## src/rtl/core/gtc_pkg.sv

```systemverilog
// ----------------------------------------------------------------------------
// gtc_pkg
// Shared types, register codes and the exp factor table of the Gaussian
// transfer color block.
// ----------------------------------------------------------------------------
`default_nettype none

package gtc_pkg;

	// exponent of the curve: fixed point with 24 fraction bits, 28 bits total
	localparam int EXP_FRAC = 24;
	localparam int EXP_BITS = 28;

	// exp(-2^-24) in Q0.64, first entry of the squaring chain
	localparam logic [63:0] EXP_SEED = 64'hFFFF_FF00_0000_7FFF;

	// configuration port
	localparam int CFG_INDEX_BITS = 3;
	localparam int CFG_DATA_BITS  = 32;

	localparam logic [CFG_INDEX_BITS-1:0] REG_CENTER           = 3'd0;
	localparam logic [CFG_INDEX_BITS-1:0] REG_WIDTH            = 3'd1;
	localparam logic [CFG_INDEX_BITS-1:0] REG_BASE_OPACITY     = 3'd2;
	localparam logic [CFG_INDEX_BITS-1:0] REG_PEAK_COLOR_LEFT  = 3'd3;
	localparam logic [CFG_INDEX_BITS-1:0] REG_PEAK_COLOR_RIGHT = 3'd4;
	localparam logic [CFG_INDEX_BITS-1:0] REG_BASE_COLOR_LEFT  = 3'd5;
	localparam logic [CFG_INDEX_BITS-1:0] REG_BASE_COLOR_RIGHT = 3'd6;

	// sideband that travels with each sample down the pipeline
	typedef struct packed {
		logic valid;
		logic left;   // sample below center: left color pair
		logic zero;   // exponent out of range: weight is zero
	} tag_t;

	// the four colors, R in the top byte; lo = below center, hi = at or above
	typedef struct packed {
		logic [31:0] peak_lo;
		logic [31:0] peak_hi;
		logic [23:0] base_lo;
		logic [23:0] base_hi;
	} colors_t;

	// factor for exponent bit k: exp(-2^(k-24)) rounded half up to Q0.32.
	// Evaluated at elaboration only.
	function automatic logic [31:0] exp_factor(input int k);
		logic [63:0]  v;
		logic [127:0] p;
		v = EXP_SEED;
		for (int i = 0; i < k; i++) begin
			p = {64'd0, v} * {64'd0, v};
			v = p[127:64];
		end
		return v[63:32] + {31'd0, v[31]};
	endfunction

endpackage

`default_nettype wire

```

## src/rtl/core/gtc_blend.sv

```systemverilog
// ----------------------------------------------------------------------------
// gtc_blend
// Two-stage blend of peak and base colors by the curve weight.
// ----------------------------------------------------------------------------
`default_nettype none

module gtc_blend #(
	parameter int WEIGHT_BITS = 16
) (
	input  wire logic                   clk,
	input  wire logic                   arst_n,
	input  wire logic [WEIGHT_BITS:0]   weight,
	input  wire gtc_pkg::tag_t          tag,
	input  wire gtc_pkg::colors_t       colors,
	input  wire logic [WEIGHT_BITS-1:0] base_opacity,
	output logic                        done,
	output logic      [7:0]             red,
	output logic      [7:0]             green,
	output logic      [7:0]             blue,
	output logic      [7:0]             alpha
);

	localparam int W = WEIGHT_BITS;
	localparam logic [W:0] ONE = {1'b1, {W{1'b0}}};

	logic [31:0]    peak;
	logic [23:0]    base;
	logic [W:0]     inv;
	logic [W+7:0]   opa255;

	logic           vld_s1;
	logic           vld_s2;
	logic [W+8:0]   pk_s1 [3];
	logic [W+8:0]   ba_s1 [3];
	logic [W+8:0]   pa_s1;
	logic [2*W+8:0] op_s1;
	logic [7:0]     col_s2 [3];
	logic [7:0]     alpha_s2;
	logic [2*W+9:0] num;

	assign peak   = tag.left ? colors.peak_lo : colors.peak_hi;
	assign base   = tag.left ? colors.base_lo : colors.base_hi;
	assign inv    = ONE - weight;
	assign opa255 = {base_opacity, 8'd0} - {8'd0, base_opacity};

	for (genvar c = 0; c < 3; c++) begin : g_chan
		logic [W+9:0] sum;

		always_ff @(posedge clk) begin
			pk_s1[c] <= {{(W+1){1'b0}}, peak[31-8*c -: 8]} * {8'd0, weight};
			ba_s1[c] <= {{(W+1){1'b0}}, base[23-8*c -: 8]} * {8'd0, inv};
		end

		assign sum = {1'b0, pk_s1[c]} + {1'b0, ba_s1[c]};

		always_ff @(posedge clk) begin
			col_s2[c] <= sum[W+7:W];
		end
	end

	always_ff @(posedge clk) begin
		pa_s1 <= {{(W+1){1'b0}}, peak[7:0]} * {8'd0, weight};
		op_s1 <= {{(W+1){1'b0}}, opa255} * {{(W+8){1'b0}}, inv};
	end

	assign num = {1'b0, pa_s1, {W{1'b0}}} + {1'b0, op_s1};

	always_ff @(posedge clk) begin
		alpha_s2 <= num[2*W+7:2*W];
	end

	always_ff @(posedge clk or negedge arst_n) begin
		if (!arst_n) begin
			vld_s1 <= 1'b0;
			vld_s2 <= 1'b0;
		end else begin
			vld_s1 <= tag.valid;
			vld_s2 <= vld_s1;
		end
	end

	assign done  = vld_s2;
	assign red   = col_s2[0];
	assign green = col_s2[1];
	assign blue  = col_s2[2];
	assign alpha = alpha_s2;

endmodule

`default_nettype wire

```

## config.mk

```make
export PLATFORM = sky130hd
export DESIGN_NAME = gtc_blend
export DESIGN_NICKNAME = d
export VERILOG_FILES = /design/src/rtl/core/gtc_pkg.sv /design/src/rtl/core/gtc_blend.sv
export SDC_FILE = /design/constraint.sdc
export NUM_CORES = 2
export LEC_CHECK = 0
export ABC_AREA = 0
export BUFFER_PORTS_ARGS = -buffer_cell sky130_fd_sc_hd__buf_4
export CORE_MARGIN = 3
export CORE_UTILIZATION = 55
export CTS_BUF_LIST = sky130_fd_sc_hd__clkbuf_16
export CTS_CLUSTER_DIAMETER = 60
export DETAILED_ROUTE_END_ITERATION = 7
export GPL_TIMING_DRIVEN = 0
export MAX_ROUTING_LAYER = met4
export PLACE_DENSITY = 0.77
export SLEW_MARGIN = 20
export SYNTH_ARGS = -nofsm -noshare
export SYNTH_HDL_FRONTEND = slang
export SYNTH_SLANG_ARGS = --single-unit
```

## constraint.sdc

```tcl
create_clock -name clk -period 3.09 [get_ports clk]
set_input_delay 0.1545 -clock clk [delete_from_list [all_inputs] [get_ports clk]]
set_output_delay 0.1545 -clock clk [all_outputs]
set_load 0.02 [all_outputs]
```

==> impl_metrics.toml <==
[floorplan]
core_um2 = 86900
die_w_um = 302
start_util_pct = 55.5
rows = 108
die_h_um = 302
pin_count = 183
dieArea_um2 = 91300

[synth]
postSynthCellCount = 5419
synth_edf_count = 0
synth_top_area_share_pct = 39.4
synth_top_family_by_area = "adder cells"
synth.area.top_cells = "fa_1 (39%), ha_1 (13%), dfxtp_1 (9.3%)"
synth_mux_area_share_pct = 1.46
syn_avg_cell_area_um2 = 8.90
synthAdderAreaFrac_pct = 52.5
synth_xor_xnor_area_share_pct = 4.98
syn-num-nets = 7026
synth_cell_type_count = 67
synth-seq-cells = 226
postSynth.asyncResetShare_pct = 0.885
netlist_area_um2 = 48300
ys_warn_count = 0
synth_compound_area_share_pct = 5.40
yosys-top-cells-count = "inv_1 (990), fa_1 (949), nand2_1 (763), ha_1 (508), nor2_1 (471)"
yosysTopAreaCell = "fa_1"
yosysMostFrequentCell = "inv_1"
synth-simple-area-share_pct = 16.7
yosys_most_used_dff = "dfxtp_1"
ys_seq_area_share_pct = 9.40

[drt]
drt-vias-per-instance = 5.77
drc = 0
antenna_left = 0
firstDrtPassIters = 6
wl_per_cell_um = 23.1
drt-initial-drc-count = 3743
vias = 40600
wirelength_um = 162000

[placed_design]
dp_hpwl_um = 121000
port-buffer-count = 166
place_inst = 6742
globalplace.congestion = 0.997

[cts]
clockRootBuffer = "clkbuf_16"
clkLatencyLatePin_ns = 0.57
htreeDepth = 1
cts_tree = "done"
path_clk_slew_ns = 0.07
cts.sink_count = 226
cts_buffers = 27
clk_path_buf_depth = 3

[timing]
drv_slew = 0
setup_ws_ns = -4.65
timing.final.crit_share_pct = 250
period_minus_slack_ns = 7.74
rsz0062_at_grt = "yes"
worst_slew_pin_slew_ns = 1.18
slew_headroom_pct = 20.7
clock_skew_ns = 0.0279
hold_viol_final = 0
fmax_ghz = 0.129
setup_viol = 158

[global_routing]
grt_pass1_vias = 43000
grt_max_degree = 17
overflow = 0
antenna_found_initial = 8
grtUsageTotal_pct = 36.3
grt_first_pass_wirelength_um = 244000

[finish]
drive_gt1_share_pct = 18.6
regArea_um2 = 4530
fill_cells = 6398
final_cells = 7037
area_delta_synth_final_pct = 20.9
nets = 7459
multi_input_area_um2 = 42400

[worst_setup_path]
crit_fanout = 10
critPathRequiredTime_ns = 3.57
slowest_stage = "fa_1"
worst_setup_path_start_kind = "primary input"
crit_top_cell = "fa_1"
cpPeakStageDelay_ns = 0.61
critPathKind = "in2reg"
cp-end-kind = "flip-flop"
arrival_ns = 8.22

[status]
status = "finished, violations left"
violations = "setup timing"

[run]
maxCapViolCount = 0

[hold_path]
hold_path_class = "in2reg"
area by class of cell:
class,instances,share of cell area [%]
sequential,226,7.77
tap,1155,2.48
inverter,990,6.39
timing repair buffer,406,5.93
buffer,216,3.07
clock inverter,21,0.450
multi-input combinational,3985,72.7
antenna,11,0.0472
clock buffer,27,1.16
registers in the layout, indices dropped and copies added, names as in the netlist:
| signal | count |
|---|---|
| done | 1 |
| vld_s1 | 1 |
| alpha | 8 |
| col_s2 | 24 |
| op_s1 | 24 |
| pa_s1 | 24 |
| pk_s1 | 72 |
| ba_s1 | 72 |
path summary, 6_finish.rpt:
path	startpoint	to	slack, ns	cells after the start
worst max-delay path	weight[4]	op_s1[39]$_DFF_P_	-4.65	29
worst min-delay path	weight[0]	ba_s1[0][25]$_DFF_P_	0.06	4
worst max register to register	ba_s1[0][5]$_DFF_P_	col_s2[0][7]$_DFF_P_	-0.09	11
worst min register to register	vld_s1$_DFF_PN0_	done$_DFF_PN0_	0.35	0
max in group asynchronous	arst_n	done$_DFF_PN0_	2.49	3
min in group asynchronous	arst_n	vld_s1$_DFF_PN0_	0.47	3
cell families (layout without fill, tap and decap cells):
kind of cell | Yosys count | in the layout
AND/OR/NAND/NOR | 1794 | 1794
multiplexers | 66 | 66
buffers and inverters | 1208 | 1660
other | 0 | 11
AO/OA/AOI/OAI | 396 | 396
adder cells (fa/ha/maj) | 1457 | 1457
flip-flops | 226 | 226
XOR/XNOR | 272 | 272
what timing repair did:
item / CTS / global route
endpoints found under the setup margin: 167 / 164
hold endpoints to repair: 4 / 0
gates resized for setup: 621 / 157
setup buffers: 175 / 67
hold buffers: 4 / 0
gates cloned: 1 / 1
pin swaps: 168 / 97
routing by layer:
metal / global-route usage [%] / part of all wire, %
met2: 54.4 / 44
met4: 21.3 / 7.8
met1: 44.4 / 36
met5: - / 0
met3: 9.54 / 12
layout by cell type (no fill, tap or decap), types with 130 or more instances in the layout:
| master | n |
|---|---|
| ha_1 | 456 |
| and2_1 | 130 |
| nor2b_1 | 176 |
| fa_1 | 930 |
| dfxtp_1 | 224 |
| xnor2_1 | 135 |
| nand2_1 | 741 |
| inv_1 | 964 |
| buf_4 | 343 |
| nor2_1 | 432 |
per-stage QoR:
step | instance area, um^2 | TNS, ns | setup slack (ns) | hold WS, ns | util, %
after global placement | 51900 | -597.65 | -7.24 | -0.0635 | 59.7
after global routing | 58300 | -340.80 | -4.75 | 0.0575 | 67.1
final | 58300 | -323.45 | -4.65 | 0.0580 | 67.1
after detailed placement | 52000 | -591.82 | -7.15 | -0.0608 | 59.8
after floorplan | 49200 | -313.99 | -4.36 | -0.141 | -
after CTS | 57300 | -298.71 | -4.42 | 0.0290 | 65.9
worst max-delay path, delay by kind of cell:
family / cells / cell delay, ns
AND/OR/NAND/NOR: 8 / 2.37
XOR/XNOR: 2 / 0.31
adder cells (fa/ha/maj): 7 / 3.31
buffers and inverters: 5 / 0.75
AO/OA/AOI/OAI: 7 / 1.29
Power is left out: the tool's default activity adds up to more than one toggle a clock period on the data nets, which glitch-free logic cannot reach.
