### src/rtl/core/gtc_pkg.sv
// ----------------------------------------------------------------------------
// gtc_pkg
// Shared types, register codes and the exp factor table of the Gaussian
// transfer color block.
// ----------------------------------------------------------------------------
`default_nettype none

package gtc_pkg;

	// exponent of the curve: fixed point with 24 fraction bits, 28 bits total
	localparam int EXP_FRAC = 24;
	localparam int EXP_BITS = 28;

	// exp(-2^-24) in Q0.64, first entry of the squaring chain
	localparam logic [63:0] EXP_SEED = 64'hFFFF_FF00_0000_7FFF;

	// configuration port
	localparam int CFG_INDEX_BITS = 3;
	localparam int CFG_DATA_BITS  = 32;

	localparam logic [CFG_INDEX_BITS-1:0] REG_CENTER           = 3'd0;
	localparam logic [CFG_INDEX_BITS-1:0] REG_WIDTH            = 3'd1;
	localparam logic [CFG_INDEX_BITS-1:0] REG_BASE_OPACITY     = 3'd2;
	localparam logic [CFG_INDEX_BITS-1:0] REG_PEAK_COLOR_LEFT  = 3'd3;
	localparam logic [CFG_INDEX_BITS-1:0] REG_PEAK_COLOR_RIGHT = 3'd4;
	localparam logic [CFG_INDEX_BITS-1:0] REG_BASE_COLOR_LEFT  = 3'd5;
	localparam logic [CFG_INDEX_BITS-1:0] REG_BASE_COLOR_RIGHT = 3'd6;

	// sideband that travels with each sample down the pipeline
	typedef struct packed {
		logic valid;
		logic left;   // sample below center: left color pair
		logic zero;   // exponent out of range: weight is zero
	} tag_t;

	// the four colors, R in the top byte; lo = below center, hi = at or above
	typedef struct packed {
		logic [31:0] peak_lo;
		logic [31:0] peak_hi;
		logic [23:0] base_lo;
		logic [23:0] base_hi;
	} colors_t;

	// factor for exponent bit k: exp(-2^(k-24)) rounded half up to Q0.32.
	// Evaluated at elaboration only.
	function automatic logic [31:0] exp_factor(input int k);
		logic [63:0]  v;
		logic [127:0] p;
		v = EXP_SEED;
		for (int i = 0; i < k; i++) begin
			p = {64'd0, v} * {64'd0, v};
			v = p[127:64];
		end
		return v[63:32] + {31'd0, v[31]};
	endfunction

endpackage

`default_nettype wire

### src/rtl/core/gtc_div.sv
// ----------------------------------------------------------------------------
// gtc_div
// Pipelined restoring divider: one quotient bit per stage.
// ----------------------------------------------------------------------------
`default_nettype none

module gtc_div #(
	parameter int NUM_BITS = 40,
	parameter int DEN_BITS = 17,
	parameter int QUO_BITS = 28
) (
	input  wire logic                clk,
	input  wire logic                arst_n,
	input  wire logic [NUM_BITS-1:0] num,
	input  wire logic [DEN_BITS-1:0] den,
	input  wire gtc_pkg::tag_t       tag_in,
	output logic      [QUO_BITS-1:0] quo,
	output gtc_pkg::tag_t            tag_out
);

	// work register: numerator bits shift out at the top, quotient bits in at the bottom
	logic [DEN_BITS-1:0] rem_s  [QUO_BITS-1];
	logic [QUO_BITS-1:0] work_s [QUO_BITS];
	gtc_pkg::tag_t       tag_s  [QUO_BITS];

	for (genvar i = 0; i < QUO_BITS; i++) begin : g_stage
		logic [DEN_BITS-1:0] rem_in;
		logic [QUO_BITS-1:0] work_in;
		gtc_pkg::tag_t       tag_k;
		logic [DEN_BITS:0]   trial;
		logic [DEN_BITS:0]   diff;
		logic                fits;

		if (i == 0) begin : g_first
			// quotient fits in QUO_BITS, so the top part is already below den
			assign rem_in  = DEN_BITS'(num[NUM_BITS-1:QUO_BITS]);
			assign work_in = num[QUO_BITS-1:0];
			assign tag_k   = tag_in;
		end else begin : g_next
			assign rem_in  = rem_s[i-1];
			assign work_in = work_s[i-1];
			assign tag_k   = tag_s[i-1];
		end

		assign trial = {rem_in, work_in[QUO_BITS-1]};
		assign diff  = trial - {1'b0, den};
		assign fits  = trial >= {1'b0, den};

		always_ff @(posedge clk) begin
			work_s[i] <= {work_in[QUO_BITS-2:0], fits};
		end

		if (i < QUO_BITS - 1) begin : g_rem
			always_ff @(posedge clk) begin
				rem_s[i] <= fits ? diff[DEN_BITS-1:0] : trial[DEN_BITS-1:0];
			end
		end

		always_ff @(posedge clk or negedge arst_n) begin
			if (!arst_n) begin
				tag_s[i] <= '0;
			end else begin
				tag_s[i] <= tag_k;
			end
		end
	end

	assign quo     = work_s[QUO_BITS-1];
	assign tag_out = tag_s[QUO_BITS-1];

endmodule

`default_nettype wire

### config.mk
export PLATFORM = sky130hd
export DESIGN_NAME = gtc_div
export DESIGN_NICKNAME = d
export VERILOG_FILES = /design/src/rtl/core/gtc_pkg.sv /design/src/rtl/core/gtc_div.sv
export SDC_FILE = /design/constraint.sdc
export NUM_CORES = 2
export LEC_CHECK = 0
export ABC_AREA = 1
export BUFFER_PORTS_ARGS = -buffer_cell sky130_fd_sc_hd__buf_2
export CAP_MARGIN = 20
export CELL_PAD_IN_SITES_DETAIL_PLACEMENT = 0
export CELL_PAD_IN_SITES_GLOBAL_PLACEMENT = 1
export CORE_AREA = 2 2 283 495
export DETAILED_ROUTE_END_ITERATION = 7
export DIE_AREA = 0 0 285 497
export GPL_TIMING_DRIVEN = 0
export PLACE_DENSITY = 0.91
export SYNTH_ARGS = -nofsm -noshare
export SYNTH_HDL_FRONTEND = slang
export SYNTH_SLANG_ARGS = --single-unit
### constraint.sdc
create_clock -name clk -period 2.3 [get_ports clk]
set_input_delay 0.46 -clock clk [delete_from_list [all_inputs] [get_ports clk]]
set_output_delay 0.46 -clock clk [all_outputs]
set_load 0.01 [all_outputs]
==> flow_metrics.env <==
export IMPL_dr_pass1_iters=6
export IMPL_overflow=0
export IMPL_drv_slew=0
export IMPL_cts_tree="done"
export IMPL_clock_skew_ps=55.1
export IMPL_cap_violations=0
export IMPL_cts_sinks=1327
export IMPL_layout_setup_ws_ps=82.0
export IMPL_drtAntennaViolNets=0
export IMPL_cts_path_max_buffers=3
export IMPL_syn_num_nets=9388
export IMPL_path_clk_slew_ps=70
export IMPL_power_internal_mw=61.3
export IMPL_rsz0062_at_grt="true"
export IMPL_setup_viol=0
export IMPL_crit_type="reg -> reg"
export IMPL_grt_pass1_vias=53600
export IMPL_power_leakage_nw=40.6
export IMPL_die_area_sq_mm=0.142
export IMPL_tightest_slew_ps=655
export IMPL_post_dp_hpwl_mm=131
export IMPL_area_growth_pct=14.2
export IMPL_postSynthAreaPerCell_sq_um=7.29
export IMPL_drive_gt1_share_pct=9.61
export IMPL_cp_start_kind="register"
export IMPL_grtUsageTotal_pct=24.1
export IMPL_mostFrequentLayoutCell="nand2_1"
export IMPL_numCtsBuffers=116
export IMPL_yosys_area_top_type_share_pct=38.7
export IMPL_gp_congestion=0.930
export IMPL_pre_cts_ws_ps=-968
export IMPL_outcome="finished clean"
export IMPL_yosysWarnings=0
export IMPL_dieHeight_um=497
export IMPL_die_x_um=285
export IMPL_seqPwrFrac_pct=32.4
export IMPL_clock_latency_ps=790
export IMPL_drtIter0Drc=2379
export IMPL_synth_distinct_cells=42
export IMPL_core_sq_mm=0.137
export IMPL_antenna_found_initial=1
export IMPL_yosysTopAreaCell="dfxtp_1"
export IMPL_synth_seq_area_share_pct=42.0
export IMPL_post_route_period_util_pct=96.4
export IMPL_clockPowerShare_pct=19.2
export IMPL_cp_max_fo=10
export IMPL_grt_first_pass_wirelength_mm=270
export IMPL_cts_max_level=3
export IMPL_syn_inst=8827
export IMPL_vias=53900
export IMPL_vias_per_cell=4.86
export IMPL_dp_cells=10800
export IMPL_power_frac_comb_pct=48.5
export IMPL_wl_per_cell_um=15.6
export IMPL_final_cell_count_no_fill=11100
export IMPL_n_fill_cell=13300
export IMPL_hold_viol=0
export IMPL_ys_seq_elements=1327
export IMPL_slew_headroom_pct=56.3
export IMPL_io_pins=93
export IMPL_crit_arrival_ps=2890
export IMPL_worstHoldPathCells=3
export IMPL_required_ps=2970
export IMPL_cellPowerDensity_mw_per_mm2=1480
export IMPL_start_util_pct=46.8
export IMPL_fin_area_sq_mm=0.0734
export IMPL_grt_max_degree=83
export IMPL_routed_wirelength_mm=173
export IMPL_hold_path_class="in -> reg"
export IMPL_place_area_sq_mm=0.0680
export IMPL_layout_common_cells="nand2_1, inv_1, dfxtp_1"
export IMPL_ir_drop_uv=782
export IMPL_drc_errors=0
export IMPL_nNetsFinal=9726
export IMPL_layout_min_cycle_time_ps=2220
export IMPL_switchingPower_mw=47.6
export IMPL_portBuffers=92
export IMPL_ctsRootBufferMaster="clkbuf_16"
export IMPL_fmax_ghz=0.451
export IMPL_rows=180
export IMPL_synth_area_sq_mm=0.0643
export IMPL_switching_share_pct=43.7
export IMPL_synth_area_leaders="dfxtp_1, nand2_1, ha_1, inv_1, nand3_1"
export IMPL_r2r_cells=15
export IMPL_cp_end_kind="register"
[worst paths after layout]
path	from	end	slack, ps
worst max-delay path	work_s[8][27]	rem_s[0][156]	80
worst min-delay path	den[13]	rem_s[0][15]	110
worst max register to register	work_s[8][27]	rem_s[0][156]	80
worst min register to register	work_s[2][8]	work_s[3][9]	320
max in group asynchronous	arst_n	tag_out[2]	1580
min in group asynchronous	arst_n	g_stage[26].tag_k[2]	250
[critical path: stages, from the launching register on]
cell and delay, ps:
dfxtp_2 360, inv_1 60, ha_1 140, inv_1 90, fa_2 400, nand2_1 70, nand2_1 100, nand3_1 100
nand2_2 100, nand2_2 90, nand2_2 70, nand2_4 130, nand2_4 120, buf_6 180, nand2_1 70, nand2_1 40
[sequential cells by signal, summed over array words and instances, names as in the netlist]
name	cells
g_stage.tag_k	81
rem_s	459
tag_out	3
work_s	784
[synth_stat cells (all sizes together)]
master,n
nand2,3622
a22oi,1
xnor2,29
nor3b,2
a21o,1
and2,34
nor4,25
nand3,791
o21a,15
nand4,53
o21ai,9
ha,472
a31oi,1
nand3b,13
dfxtp,1243
inv,1401
and3,23
nor3,35
o21bai,4
or2,30
a21oi,260
nor2,395
fa,27
clkbuf,1
xor2,160
dfrtp,84
buf,96
[logic make-up after synthesis]
family                     after synthesis  share of synthesized area [%]
and+or+nand+nor                       5023                           33.7
DFF                                   1327                           42.0
AOI/OAI and AO/OA                      291                           2.41
adders and majority gates              499                           10.0
xor gates and xnor gates               189                           2.57
buffers and inverters                 1498                           9.37
[routing by layer]
layer | up-vias | GRT usage [%] | routed length [um]
met1 | 24300 | 23.3 | 62000
met3 | 597 | 2.92 | 6270
li1 | 27800 | - | -
met2 | 1192 | 46.5 | 91200
met5 | - | 0 | 0
met4 | 0 | 16.7 | 13100
[cell type report]
cell class / count / area, sq um / share of cell area (%)
multi-input combinational: 6004 / 32000 / 43.6
sequential: 1327 / 27000 / 36.8
inverter: 1401 / 5310 / 7.23
clock buffer: 143 / 3200 / 4.35
tap: 1820 / 2280 / 3.10
timing repair buffer: 229 / 1910 / 2.60
clock inverter: 73 / 1010 / 1.38
buffer: 86 / 743 / 1.01
antenna: 1 / 2.50 / 0.00341
[through the flow]
step                utilization (%)  hold slack, ps  power (mW)  TNS [ps]
finish                         53.4             110         109         0
global route                   53.4             108         118      -175
CTS                            52.9            42.1         109         0
detailed placement             49.5             264        87.4   -378200
global placement               49.2             310        86.6  -1038450
floorplan                         -             164        73.1   -248940
[power by group through the flow]
stage / logic, mW / clock network, mW / registers [mW]
2_1_floorplan: 39.3 / 0 / 33.8
3_3_place_gp: 51.0 / 0 / 35.6
3_5_place_dp: 51.7 / 0 / 35.7
4_1_cts: 52.1 / 21.5 / 35.3
5_1_grt: 59.9 / 22.4 / 35.8
6_report: 52.8 / 20.9 / 35.2
[timing repair]
action | 4_1_cts | 5_1_grt
gates resized for setup | 6 | 64
pin swaps | 0 | 6
hold buffers | 46 | 0
hold endpoints to repair | 129 | 0
setup buffers | 8 | 64
setup endpoints to repair | 197 | 312
cloned | 0 | 5
No activity file was read; power rests on OpenSTA's default activity.
